<file path="src/kdslp_pkg.sv">
// Shared types and constants for the key debounce and press-length detector.
package kdslp_pkg;

  localparam int unsigned ThrWidth = 8;
  localparam logic [ThrWidth-1:0] ThrReset = 8'd70;

  localparam int unsigned PhaseWidth = 2;
  localparam logic [PhaseWidth-1:0] PhIdle     = 2'd0;
  localparam logic [PhaseWidth-1:0] PhDebounce = 2'd1;
  localparam logic [PhaseWidth-1:0] PhHeld     = 2'd2;

  typedef logic [ThrWidth-1:0] thr_t;

  typedef struct packed {
    logic short_flag;
    logic long_flag;
  } lane_flags_t;

endpackage

</file>
<file path="src/kdslp_lane.sv">
// Per-key lane: debounce state machine, saturating hold counter and sticky flags.
module kdslp_lane #(
  parameter int unsigned HOLD_COUNT_BITS = 8
) (
  input  logic                  clk_i,
  input  logic                  rst_ni,
  input  logic                  step_i,
  input  logic                  level_i,
  input  logic                  clear_short_i,
  input  logic                  clear_long_i,
  input  kdslp_pkg::thr_t       threshold_i,
  output kdslp_pkg::lane_flags_t flags_o
);
  import kdslp_pkg::*;

  localparam int unsigned CmpWidth =
      (HOLD_COUNT_BITS > ThrWidth) ? HOLD_COUNT_BITS : ThrWidth;
  localparam logic [HOLD_COUNT_BITS-1:0] CountMax = {HOLD_COUNT_BITS{1'b1}};

  logic [PhaseWidth-1:0]      phase_q, phase_d;
  logic [HOLD_COUNT_BITS-1:0] count_q, count_d, count_inc;
  logic                       short_q, short_d, long_q, long_d;
  logic                       pressed, set_short, set_long;
  logic [CmpWidth-1:0]        thr_ext;

  assign pressed   = ~level_i;
  assign thr_ext   = CmpWidth'(threshold_i);
  assign count_inc = (count_q == CountMax) ? count_q
                                           : count_q + HOLD_COUNT_BITS'(1);

  always_comb begin
    phase_d   = phase_q;
    count_d   = count_q;
    set_short = 1'b0;
    set_long  = 1'b0;
    case (phase_q)
      PhDebounce: begin
        phase_d = pressed ? PhHeld : PhIdle;
      end
      PhHeld: begin
        if (!pressed) begin
          phase_d   = PhIdle;
          set_short = CmpWidth'(count_q) < thr_ext;
        end else begin
          count_d  = count_inc;
          set_long = CmpWidth'(count_inc) > thr_ext;
        end
      end
      default: begin
        if (pressed) begin
          phase_d = PhDebounce;
          count_d = '0;
        end else begin
          phase_d = PhIdle;
        end
      end
    endcase
    short_d = (short_q & ~clear_short_i) | set_short;
    long_d  = (long_q & ~clear_long_i) | set_long;
  end

  always_ff @(posedge clk_i or negedge rst_ni) begin
    if (!rst_ni) begin
      phase_q <= PhIdle;
      count_q <= '0;
      short_q <= 1'b0;
      long_q  <= 1'b0;
    end else if (step_i) begin
      phase_q <= phase_d;
      count_q <= count_d;
      short_q <= short_d;
      long_q  <= long_d;
    end
  end

  assign flags_o.short_flag = short_d;
  assign flags_o.long_flag  = long_d;

endmodule

</file>
<file path="src/kdslp_merge.sv">
// Merging stage: gathers the lane flags into the registered result beat.
module kdslp_merge #(
  parameter int unsigned NUM_KEYS = 4
) (
  input  logic                   clk_i,
  input  logic                   rst_ni,
  input  logic                   in_valid_i,
  output logic                   in_ready_o,
  input  kdslp_pkg::lane_flags_t lane_flags_i [NUM_KEYS],
  output logic                   out_valid_o,
  input  logic                   out_ready_i,
  output logic [NUM_KEYS-1:0]    short_flags_o,
  output logic [NUM_KEYS-1:0]    long_flags_o
);
  import kdslp_pkg::*;

  logic                out_valid_q, out_valid_d;
  logic [NUM_KEYS-1:0] short_q, short_d, long_q, long_d;
  logic                load;

  assign in_ready_o = ~out_valid_q | out_ready_i;
  assign load       = in_valid_i & in_ready_o;

  always_comb begin
    for (int k = 0; k < NUM_KEYS; k++) begin
      short_d[k] = lane_flags_i[k].short_flag;
      long_d[k]  = lane_flags_i[k].long_flag;
    end
    out_valid_d = load | (out_valid_q & ~out_ready_i);
  end

  always_ff @(posedge clk_i or negedge rst_ni) begin
    if (!rst_ni) begin
      out_valid_q <= 1'b0;
    end else begin
      out_valid_q <= out_valid_d;
    end
  end

  always_ff @(posedge clk_i) begin
    if (load) begin
      short_q <= short_d;
      long_q  <= long_d;
    end
  end

  assign out_valid_o   = out_valid_q;
  assign short_flags_o = short_q;
  assign long_flags_o  = long_q;

endmodule

</file>
<file path="src/key_debounce_short_long_press.sv">
// Top level of the key debounce and short/long press detector.
// Each input beat is one scan tick carrying the raw level of every key (low means
// pressed) and per-key clear strobes for the sticky flags; each beat yields exactly
// one result beat with the short and long press flags as they stand after that tick.
// A press is confirmed by two consecutive low samples, held ticks are counted in a
// saturating counter, a long flag is set once the count exceeds the threshold and
// a short flag on release if the count stayed below it. Clear strobes act before the
// tick's own events. Every key has its own lane, so one beat is taken every clock
// cycle unless a result stalls; each result appears registered in the cycle after
// acceptance, and a new beat is taken in the same cycle the waiting one is. The user
// writes the threshold via cfg_we_i and cfg_wdata_i only while idle; the block won't check.
module key_debounce_short_long_press #(
  parameter int unsigned NUM_KEYS        = 4,
  parameter int unsigned HOLD_COUNT_BITS = 8
) (
  input  logic                  clk_i,
  input  logic                  rst_ni,
  input  logic                  cfg_we_i,
  input  kdslp_pkg::thr_t       cfg_wdata_i,
  input  logic                  in_valid_i,
  output logic                  in_ready_o,
  input  logic [NUM_KEYS-1:0]   pin_levels_i,
  input  logic [NUM_KEYS-1:0]   clear_short_i,
  input  logic [NUM_KEYS-1:0]   clear_long_i,
  output logic                  out_valid_o,
  input  logic                  out_ready_i,
  output logic [NUM_KEYS-1:0]   short_flags_o,
  output logic [NUM_KEYS-1:0]   long_flags_o
);
  import kdslp_pkg::*;

  thr_t        threshold_q;
  logic        step;
  lane_flags_t lane_flags [NUM_KEYS];

  always_ff @(posedge clk_i or negedge rst_ni) begin
    if (!rst_ni) begin
      threshold_q <= ThrReset;
    end else if (cfg_we_i) begin
      threshold_q <= cfg_wdata_i;
    end
  end

  assign step = in_valid_i & in_ready_o;

  for (genvar k = 0; k < NUM_KEYS; k++) begin : g_lane
    kdslp_lane #(
      .HOLD_COUNT_BITS(HOLD_COUNT_BITS)
    ) u_lane (
      .clk_i        (clk_i),
      .rst_ni       (rst_ni),
      .step_i       (step),
      .level_i      (pin_levels_i[k]),
      .clear_short_i(clear_short_i[k]),
      .clear_long_i (clear_long_i[k]),
      .threshold_i  (threshold_q),
      .flags_o      (lane_flags[k])
    );
  end

  kdslp_merge #(
    .NUM_KEYS(NUM_KEYS)
  ) u_merge (
    .clk_i        (clk_i),
    .rst_ni       (rst_ni),
    .in_valid_i   (in_valid_i),
    .in_ready_o   (in_ready_o),
    .lane_flags_i (lane_flags),
    .out_valid_o  (out_valid_o),
    .out_ready_i  (out_ready_i),
    .short_flags_o(short_flags_o),
    .long_flags_o (long_flags_o)
  );

endmodule

</file>
<file path="config.mk">
export PLATFORM = sky130hd
export DESIGN_NAME = key_debounce_short_long_press
export DESIGN_NICKNAME = d
export VERILOG_FILES = /design/src/kdslp_pkg.sv /design/src/kdslp_lane.sv /design/src/kdslp_merge.sv /design/src/key_debounce_short_long_press.sv
export SDC_FILE = /design/constraint.sdc
export NUM_CORES = 1
export LEC_CHECK = 0
export ABC_AREA = 1
export ABC_CLOCK_PERIOD_IN_PS = 5880
export BUFFER_PORTS_ARGS = -buffer_cell sky130_fd_sc_hd__buf_4
export CELL_PAD_IN_SITES_DETAIL_PLACEMENT = 2
export CELL_PAD_IN_SITES_GLOBAL_PLACEMENT = 2
export CORE_ASPECT_RATIO = 1.1
export CORE_MARGIN = 5
export CORE_UTILIZATION = 39
export DETAILED_ROUTE_END_ITERATION = 12
export GPL_TIMING_DRIVEN = 0
export PLACE_DENSITY = 0.87
export SLEW_MARGIN = 40
export SYNTH_ARGS = -nofsm -noshare
export SYNTH_HDL_FRONTEND = slang
export SYNTH_SLANG_ARGS = --single-unit
</file>
<file path="constraint.sdc">
create_clock -name clk_i -period 5.88 [get_ports clk_i]
set_input_delay 0.588 -clock clk_i [delete_from_list [all_inputs] [get_ports clk_i]]
set_output_delay 0.588 -clock clk_i [all_outputs]
set_load 0.02 [all_outputs]
</file>
## Word level (Yosys, flattened, before mapping)

Cells that the tools add are included.

| operators by class | value |
|---|---|
| reductions and logical operators | 8 |
| equality and inequality tests | 16 |
| muxes and demuxes | 48 |
| add/sub/neg operators | 4 |
| magnitude comparators | 8 |
| bitwise gates (word level) | 38 |

Operator list:

| kind | count |
|---|---|
| 8-bit 2-to-1 mux | 12 |
| 8-bit one-hot mux with 2 select lines | 4 |
| 8-bit by 1-bit adder with 8-bit output, second input constant | 4 |
| 8-bit equality test, second input constant | 4 |
| 8-bit > comparator | 4 |
| 8-bit < comparator | 4 |
| 1-bit 2-to-1 mux | 20 |
| 1-bit NOT | 18 |
| 2-bit 2-to-1 mux | 8 |
| 2-bit one-hot mux with 2 select lines | 4 |
| 3-bit AND reduction | 4 |
| 1-bit bitwise AND | 10 |
| 1-bit bitwise OR | 10 |
| 2-bit by 1-bit equality test with 1-bit output, second input constant | 4 |
| 2-bit equality test, second input constant | 4 |
| 2-bit inequality test, second input constant | 4 |
| 2-bit AND reduction | 4 |

| word-level totals | value |
|---|---|
| input port bits | 25 |
| bits in registers | 65 |
| output and inout bits | 10 |
| word-level logic and storage cells | 142 |

## Longest topological paths before layout

| depth | value |
|---|---|
| depth in word-level cells | 6 |
| depth in mapped cells | 18 |
| gate-level depth less buffers | 18 |

## Modules after synthesis

A second synthesis with hierarchy kept.

| unflattened totals | value |
|---|---|
| cell total of the unflattened synthesis | 665 |
| area total of the unflattened synthesis | 5,031.1 µm² |

Modules (own cells, without submodules):

| module | times used | sequential area each (µm²) | area each (µm²) | cells each |
|---|---|---|---|---|
| kdslp_lane at g_lane[1].u_lane ... | 3 | 300.3 | 1,098.6 | 154 |
| kdslp_lane at g_lane[0].u_lane | 1 | 300.3 | 1,133.6 | 153 |
| key_debounce_short_long_press | 1 | 203.9 | 316.6 | 36 |
| kdslp_merge | 1 | 265.3 | 285.3 | 14 |

## Worst setup path after synthesis

No wires, ideal clock.

| path | value |
|---|---|
| path type | reg-to-reg |
| from | register g_lane[1].u_lane.count_q[1] |
| to | register u_merge.long_q[1], in the netlist u_merge.long_flags_o[1] (data pin) |
| path slack | 3.731 ns |
| clock period less this slack | 2.149 ns |
| path buffers | 0 |
| data required time | 5.609 ns |
| setup time | 0.271 ns |
| arrival time | 1.878 ns |
| cell stages (with the launch flop) | 15 |
| cell sequence | dfrtp_1 > ha_1 > nand3_1 > nor2_2 > nand3_2 > nand2_1 > o21a_1 > inv_1 > ha_1 > nand2_1 > nor2_1 > nand2_1 > and3_1 > nand2_1 > o21ai_0 |

| on the way | value |
|---|---|
| cells in the longest elaborated chain, start to end | 6 |
| elaborated cells on any way between the ends | 7 |
| classes of those cells | 1 x add/sub; 1 x order compare; 1 x eq/ne; 3 x mux; 1 x bitwise |

RTL lines:

| what | line | source |
|---|---|---|
| from (decl) | kdslp_lane.sv:21 | `logic [HOLD_COUNT_BITS-1:0] count_q, count_d, count_inc;` |
| from (signal assigned) | kdslp_lane.sv:70 | `count_q <= count_d;` |
| 8-bit by 1-bit adder with 8-bit output / 8-bit equality test (equally long branches) | kdslp_lane.sv:29, kdslp_lane.sv:28 |  |
| 8-bit 2-to-1 mux (*) | kdslp_lane.sv:28 | `assign count_inc = (count_q == CountMax) ? count_q` |
| 8-bit > comparator (*) | kdslp_lane.sv:46 | `set_long = CmpWidth'(count_inc) > thr_ext;` |
| 1-bit 2-to-1 mux (*) | kdslp_lane.sv:41 | `if (!pressed) begin` |
| 1-bit 2-to-1 mux (*) | kdslp_lane.sv:36 | `case (phase_q)` |
| 1-bit bitwise OR (*) | kdslp_lane.sv:59 | `long_d = (long_q & ~clear_long_i) \| set_long;` |
| via g_lane[1].u_lane.long_d | kdslp_lane.sv:22 | `logic short_q, short_d, long_q, long_d;` |
| to (signal assigned) | kdslp_merge.sv:43 | `long_q <= long_d;` |
| to (decl) | kdslp_merge.sv:18 | `logic [NUM_KEYS-1:0] short_q, short_d, long_q, long_d;` |

Mark *: on every way through the listed nets, which the timed path passes. The rest lies on a longest branch.
A chain may end at the register's enable or synchronous reset.

## Final worst setup path

| path | value |
|---|---|
| from | register g_lane[1].u_lane.count_q[1] |
| to | register g_lane[1].u_lane.long_q |

| on the way | value |
|---|---|
| cells in the longest elaborated chain, start to end | 6 |
| elaborated cells on any way between the ends | 7 |
| classes of those cells | 1 x add/sub; 1 x order compare; 1 x eq/ne; 3 x mux; 1 x bitwise |

RTL lines:

| what | line | source |
|---|---|---|
| 8-bit by 1-bit adder with 8-bit output / 8-bit equality test (equally long branches) | kdslp_lane.sv:29, kdslp_lane.sv:28 |  |
| 8-bit 2-to-1 mux (*) | kdslp_lane.sv:28 |  |
| 8-bit > comparator (*) | kdslp_lane.sv:46 |  |
| 1-bit 2-to-1 mux (*) | kdslp_lane.sv:41 |  |
| 1-bit 2-to-1 mux (*) | kdslp_lane.sv:36 |  |
| 1-bit bitwise OR (*) | kdslp_lane.sv:59 |  |
| via g_lane[1].u_lane.long_d | kdslp_lane.sv:22 |  |
| to (signal assigned) | kdslp_lane.sv:72 | `long_q <= long_d;` |
| to (decl) | kdslp_lane.sv:22 |  |

Marks and branches as above.

==> results.tsv <==
stage	metric	value	unit
outcome	status	finished, final reports clean	
placement	place_inst	794	
final_layout	layout_commonest_cell	nand2_1	
die	row_count	42	
timing	slew_headroom	59.95	%
logic_synthesis	synth-seq-area-share	34.80	%
timing	rsz0062_at_grt	false	
setup_path	path_class	reg2reg	
setup_path	timing.rr.start	g_lane[1].u_lane.count_q[1]	
clock_tree	cts_num_sinks	65	
final_layout	layoutNonFillerInstCount	810	
job	cap_violations	0	
final_layout	fillers	1400	
setup_path	r2r-end	g_lane[1].u_lane.long_q	
clock_tree	cts_setup_buffers	0	
die	die-area	0.01463	mm²
setup_path	crit_path_end_kind	flop	
die	io_pins	35	
setup_path	critical_path.max_stage_delay	400	ps
logic_synthesis	yosys_warnings	0	
setup_path	r2r_cells	15	
clock_tree	cts_buffer_depth	2	
die	die_y	126.4	µm
setup_path	critPathSlowestCell	dfrtp_1	
pwr	ir_worst_vdd	0.1055	mV
placement	gp_congestion	0.8209	
timing	tns	0	ps
die	start_util	39.88	%
timing	finalHoldViolations	0	
pwr	p_leak	0.002944	µW
grt	grt_max_degree	58	
grt	grt_pass1_wl	27940	µm
timing	worst_hold_slack	216.7	ps
timing	drv_slew	0	
logic_synthesis	synth-seq-cells	65	
placement	portBuffers	34	
logic_synthesis	syn_avg_cell_area	7.920	µm²
clock_tree	clk_pin_slew_worst_paths	60	ps
final_layout	nets	748	
grt	antenna_found_initial	0	
die	core_area	0.01203	mm²
grt	use_met3	3.335	%
logic_synthesis	ys_types	38	
final_layout	num_antenna_cells	0	
setup_path	cp.required	6100	ps
clock_tree	cts_tree	yes	
setup_path	r2r_setup_slack	3070	ps
placement	hpwl	11650	µm
clock_tree	cts_resized	0	
timing	min_period	2806	ps
worst_hold_path	min_path_type	in2async	
setup_path	critPathArrivalTime	3030	ps
placement	placed_cell_area	0.005248	mm²
timing	post-route-period-util	47.73	%
detailed_routing	drt_iter0_markers	129	
grt	grt-ovfl-total	0	
detailed_routing	vias_per_cell	5.437	
final_layout	final_cell_area	0.005540	mm²
timing	worst_slew_pin_slew	600.8	ps
grt	met1_usage	28.37	%
setup_path	worstSetupStartpointType	flop	
timing	fin_skew	8.500	ps
setup_path	crit_top_cell	nand2_1	
clock_tree	insertion_delay	340	ps
die	die_w	115.8	µm
final_layout	layout-drive-gt1-share	12.04	%
logic_synthesis	syn-cell-area	0.004800	mm²
final_layout	final_cell_mix	nand2_1, inv_1, ha_1	
setup_path	path_max_fanout	4	
final_layout	area_growth	15.43	%
detailed_routing	num_vias	4404	
clock_tree	holdBufCountCts	0	
timing	max_freq	356.3	MHz
detailed_routing	drtPass1Iterations	4	
timing	setup_viol	0	
grt	grtUsageTotal	24.71	%
logic_synthesis	syn_inst	606	
final_layout	regArea	0.001670	mm²
clock_tree	clock-root-buffer	clkbuf_16	
detailed_routing	drc_errors	0	
detailed_routing	wire_per_inst	21.46	µm
pwr	power_density	239.2	mW/mm²
clock_tree	htreeDepth	3	
grt	met2_usage	45.55	%
detailed_routing	routed_wl	17390	µm
clock_tree	cts_buffers	9	
final_layout	multi_input_area	0.002783	mm²
grt	gr-max-usage-layer	met2	
logic_synthesis	synth_nets	703	
grt	grt_pass1_vias	5219	
detailed_routing	ant_nets	0	
setup_path	path_cells	ha_1 -> nand3_1 -> nor2_2 -> nand2_1 -> o21ai_0 -> inv_1 -> ha_1 -> nand2_1 -> nor2_1 -> nand2_1 -> and3_1 -> nand2_1 -> o21ai_0 -> nand2_1 -> nand2_1	
==> metal layers <==
layer	up-vias	wire length, µm
met5	-	0
met4	0	593
met3	43	356
met2	62	9326
met1	2210	7108
li1	2089	-
==> worst max path at each step <==
stage                           startpoint                      end  slack [ps]
4_1_cts        g_lane[1].u_lane.count_q[1]  g_lane[1].u_lane.long_q        3100
3_5_place_dp   g_lane[1].u_lane.count_q[1]  u_merge.long_flags_o[1]        3300
5_1_grt        g_lane[2].u_lane.count_q[1]  u_merge.long_flags_o[2]        2960
2_1_floorplan  g_lane[1].u_lane.count_q[1]  u_merge.long_flags_o[1]        3730
6_report       g_lane[1].u_lane.count_q[1]  g_lane[1].u_lane.long_q        3070
3_3_place_gp   g_lane[2].u_lane.count_q[1]  u_merge.long_flags_o[2]        3420
==> cells in the mapped netlist, drive strengths merged <==
cell type	count	share of area, %
inv	87	6.8
o22ai	9	1.2
xor2	13	2.4
buf	2	0.26
xnor2	1	0.18
nand3b	1	0.16
nand2	187	15
dfrtp	54	28
a22o	6	1.1
nor2	37	3.8
ha	72	19
mux2	1	0.23
a21oi	33	3.5
o31ai	1	0.16
o21ai	42	4.5
clkbuf	1	0.078
nand4	9	1.5
nand3	22	2.6
o21a	8	1.3
clkinv	1	0.078
a211oi	2	0.31
edfxtp	8	5.0
and3	1	0.13
nor3	5	0.99
dfstp	3	1.6
==> worst max-delay path: cells and delay by family, from the launching register on <==
family / cells / cell delay (ps)
and+or+nand+nor: 10 / 1200
DFF: 1 / 400
buffers and inverters: 1 / 90
adders and majority gates: 2 / 480
AOI/OAI and AO/OA: 2 / 490
==> registers in the layout, summed over array words and instances, names as in the netlist <==
name and count:
u_merge.long_flags_o 4, u_merge.short_flags_o 4, g_lane.u_lane.phase_q 8, g_lane.u_lane.count_q 32
u_merge.out_valid_o 1, threshold_q 8, g_lane.u_lane.long_q 4, g_lane.u_lane.short_q 4
==> cells by family (layout without fill, tap and decap cells) <==
| kind of cell | after synthesis | in the layout | share of synthesized area, % |
|---|---|---|---|
| flops | 65 | 65 | 34.80 |
| xor+xnor | 14 | 14 | 2.555 |
| fa+ha+maj | 72 | 72 | 18.77 |
| buf+inv | 91 | 141 | 7.221 |
| mux | 1 | 1 | 0.2346 |
| simple gates | 262 | 262 | 24.35 |
| compound gates | 101 | 101 | 12.07 |
==> stage by stage <==
stage               utilization (%)  power (µW)  worst slack, ps
floorplan                         -       665.9             3731
global placement              43.61       740.4             3418
detailed placement            43.61       771.0             3304
CTS                           46.01        1335             3104
global route                  46.04        1382             2963
finish                        46.04        1325             3074
==> final cells by class <==
| class | count | area share (%) |
|---|---|---|
| Sequential cell | 65 | 30.15 |
| Multi-Input combinational cell | 450 | 50.23 |
| Clock buffer | 12 | 4.449 |
| Timing Repair Buffer | 34 | 4.675 |
| Inverter | 88 | 5.962 |
| Buffer | 3 | 0.2936 |
| Clock inverter | 4 | 0.7678 |
| Tap cell | 154 | 3.478 |
==> power by group <==
part / total (µW) / switching [µW] / internal, µW
sequential: 504 / 19.4 / 484
combinational: 275 / 183 / 92.1
clock: 546 / 209 / 337
(Power assumes the default switching activity.)
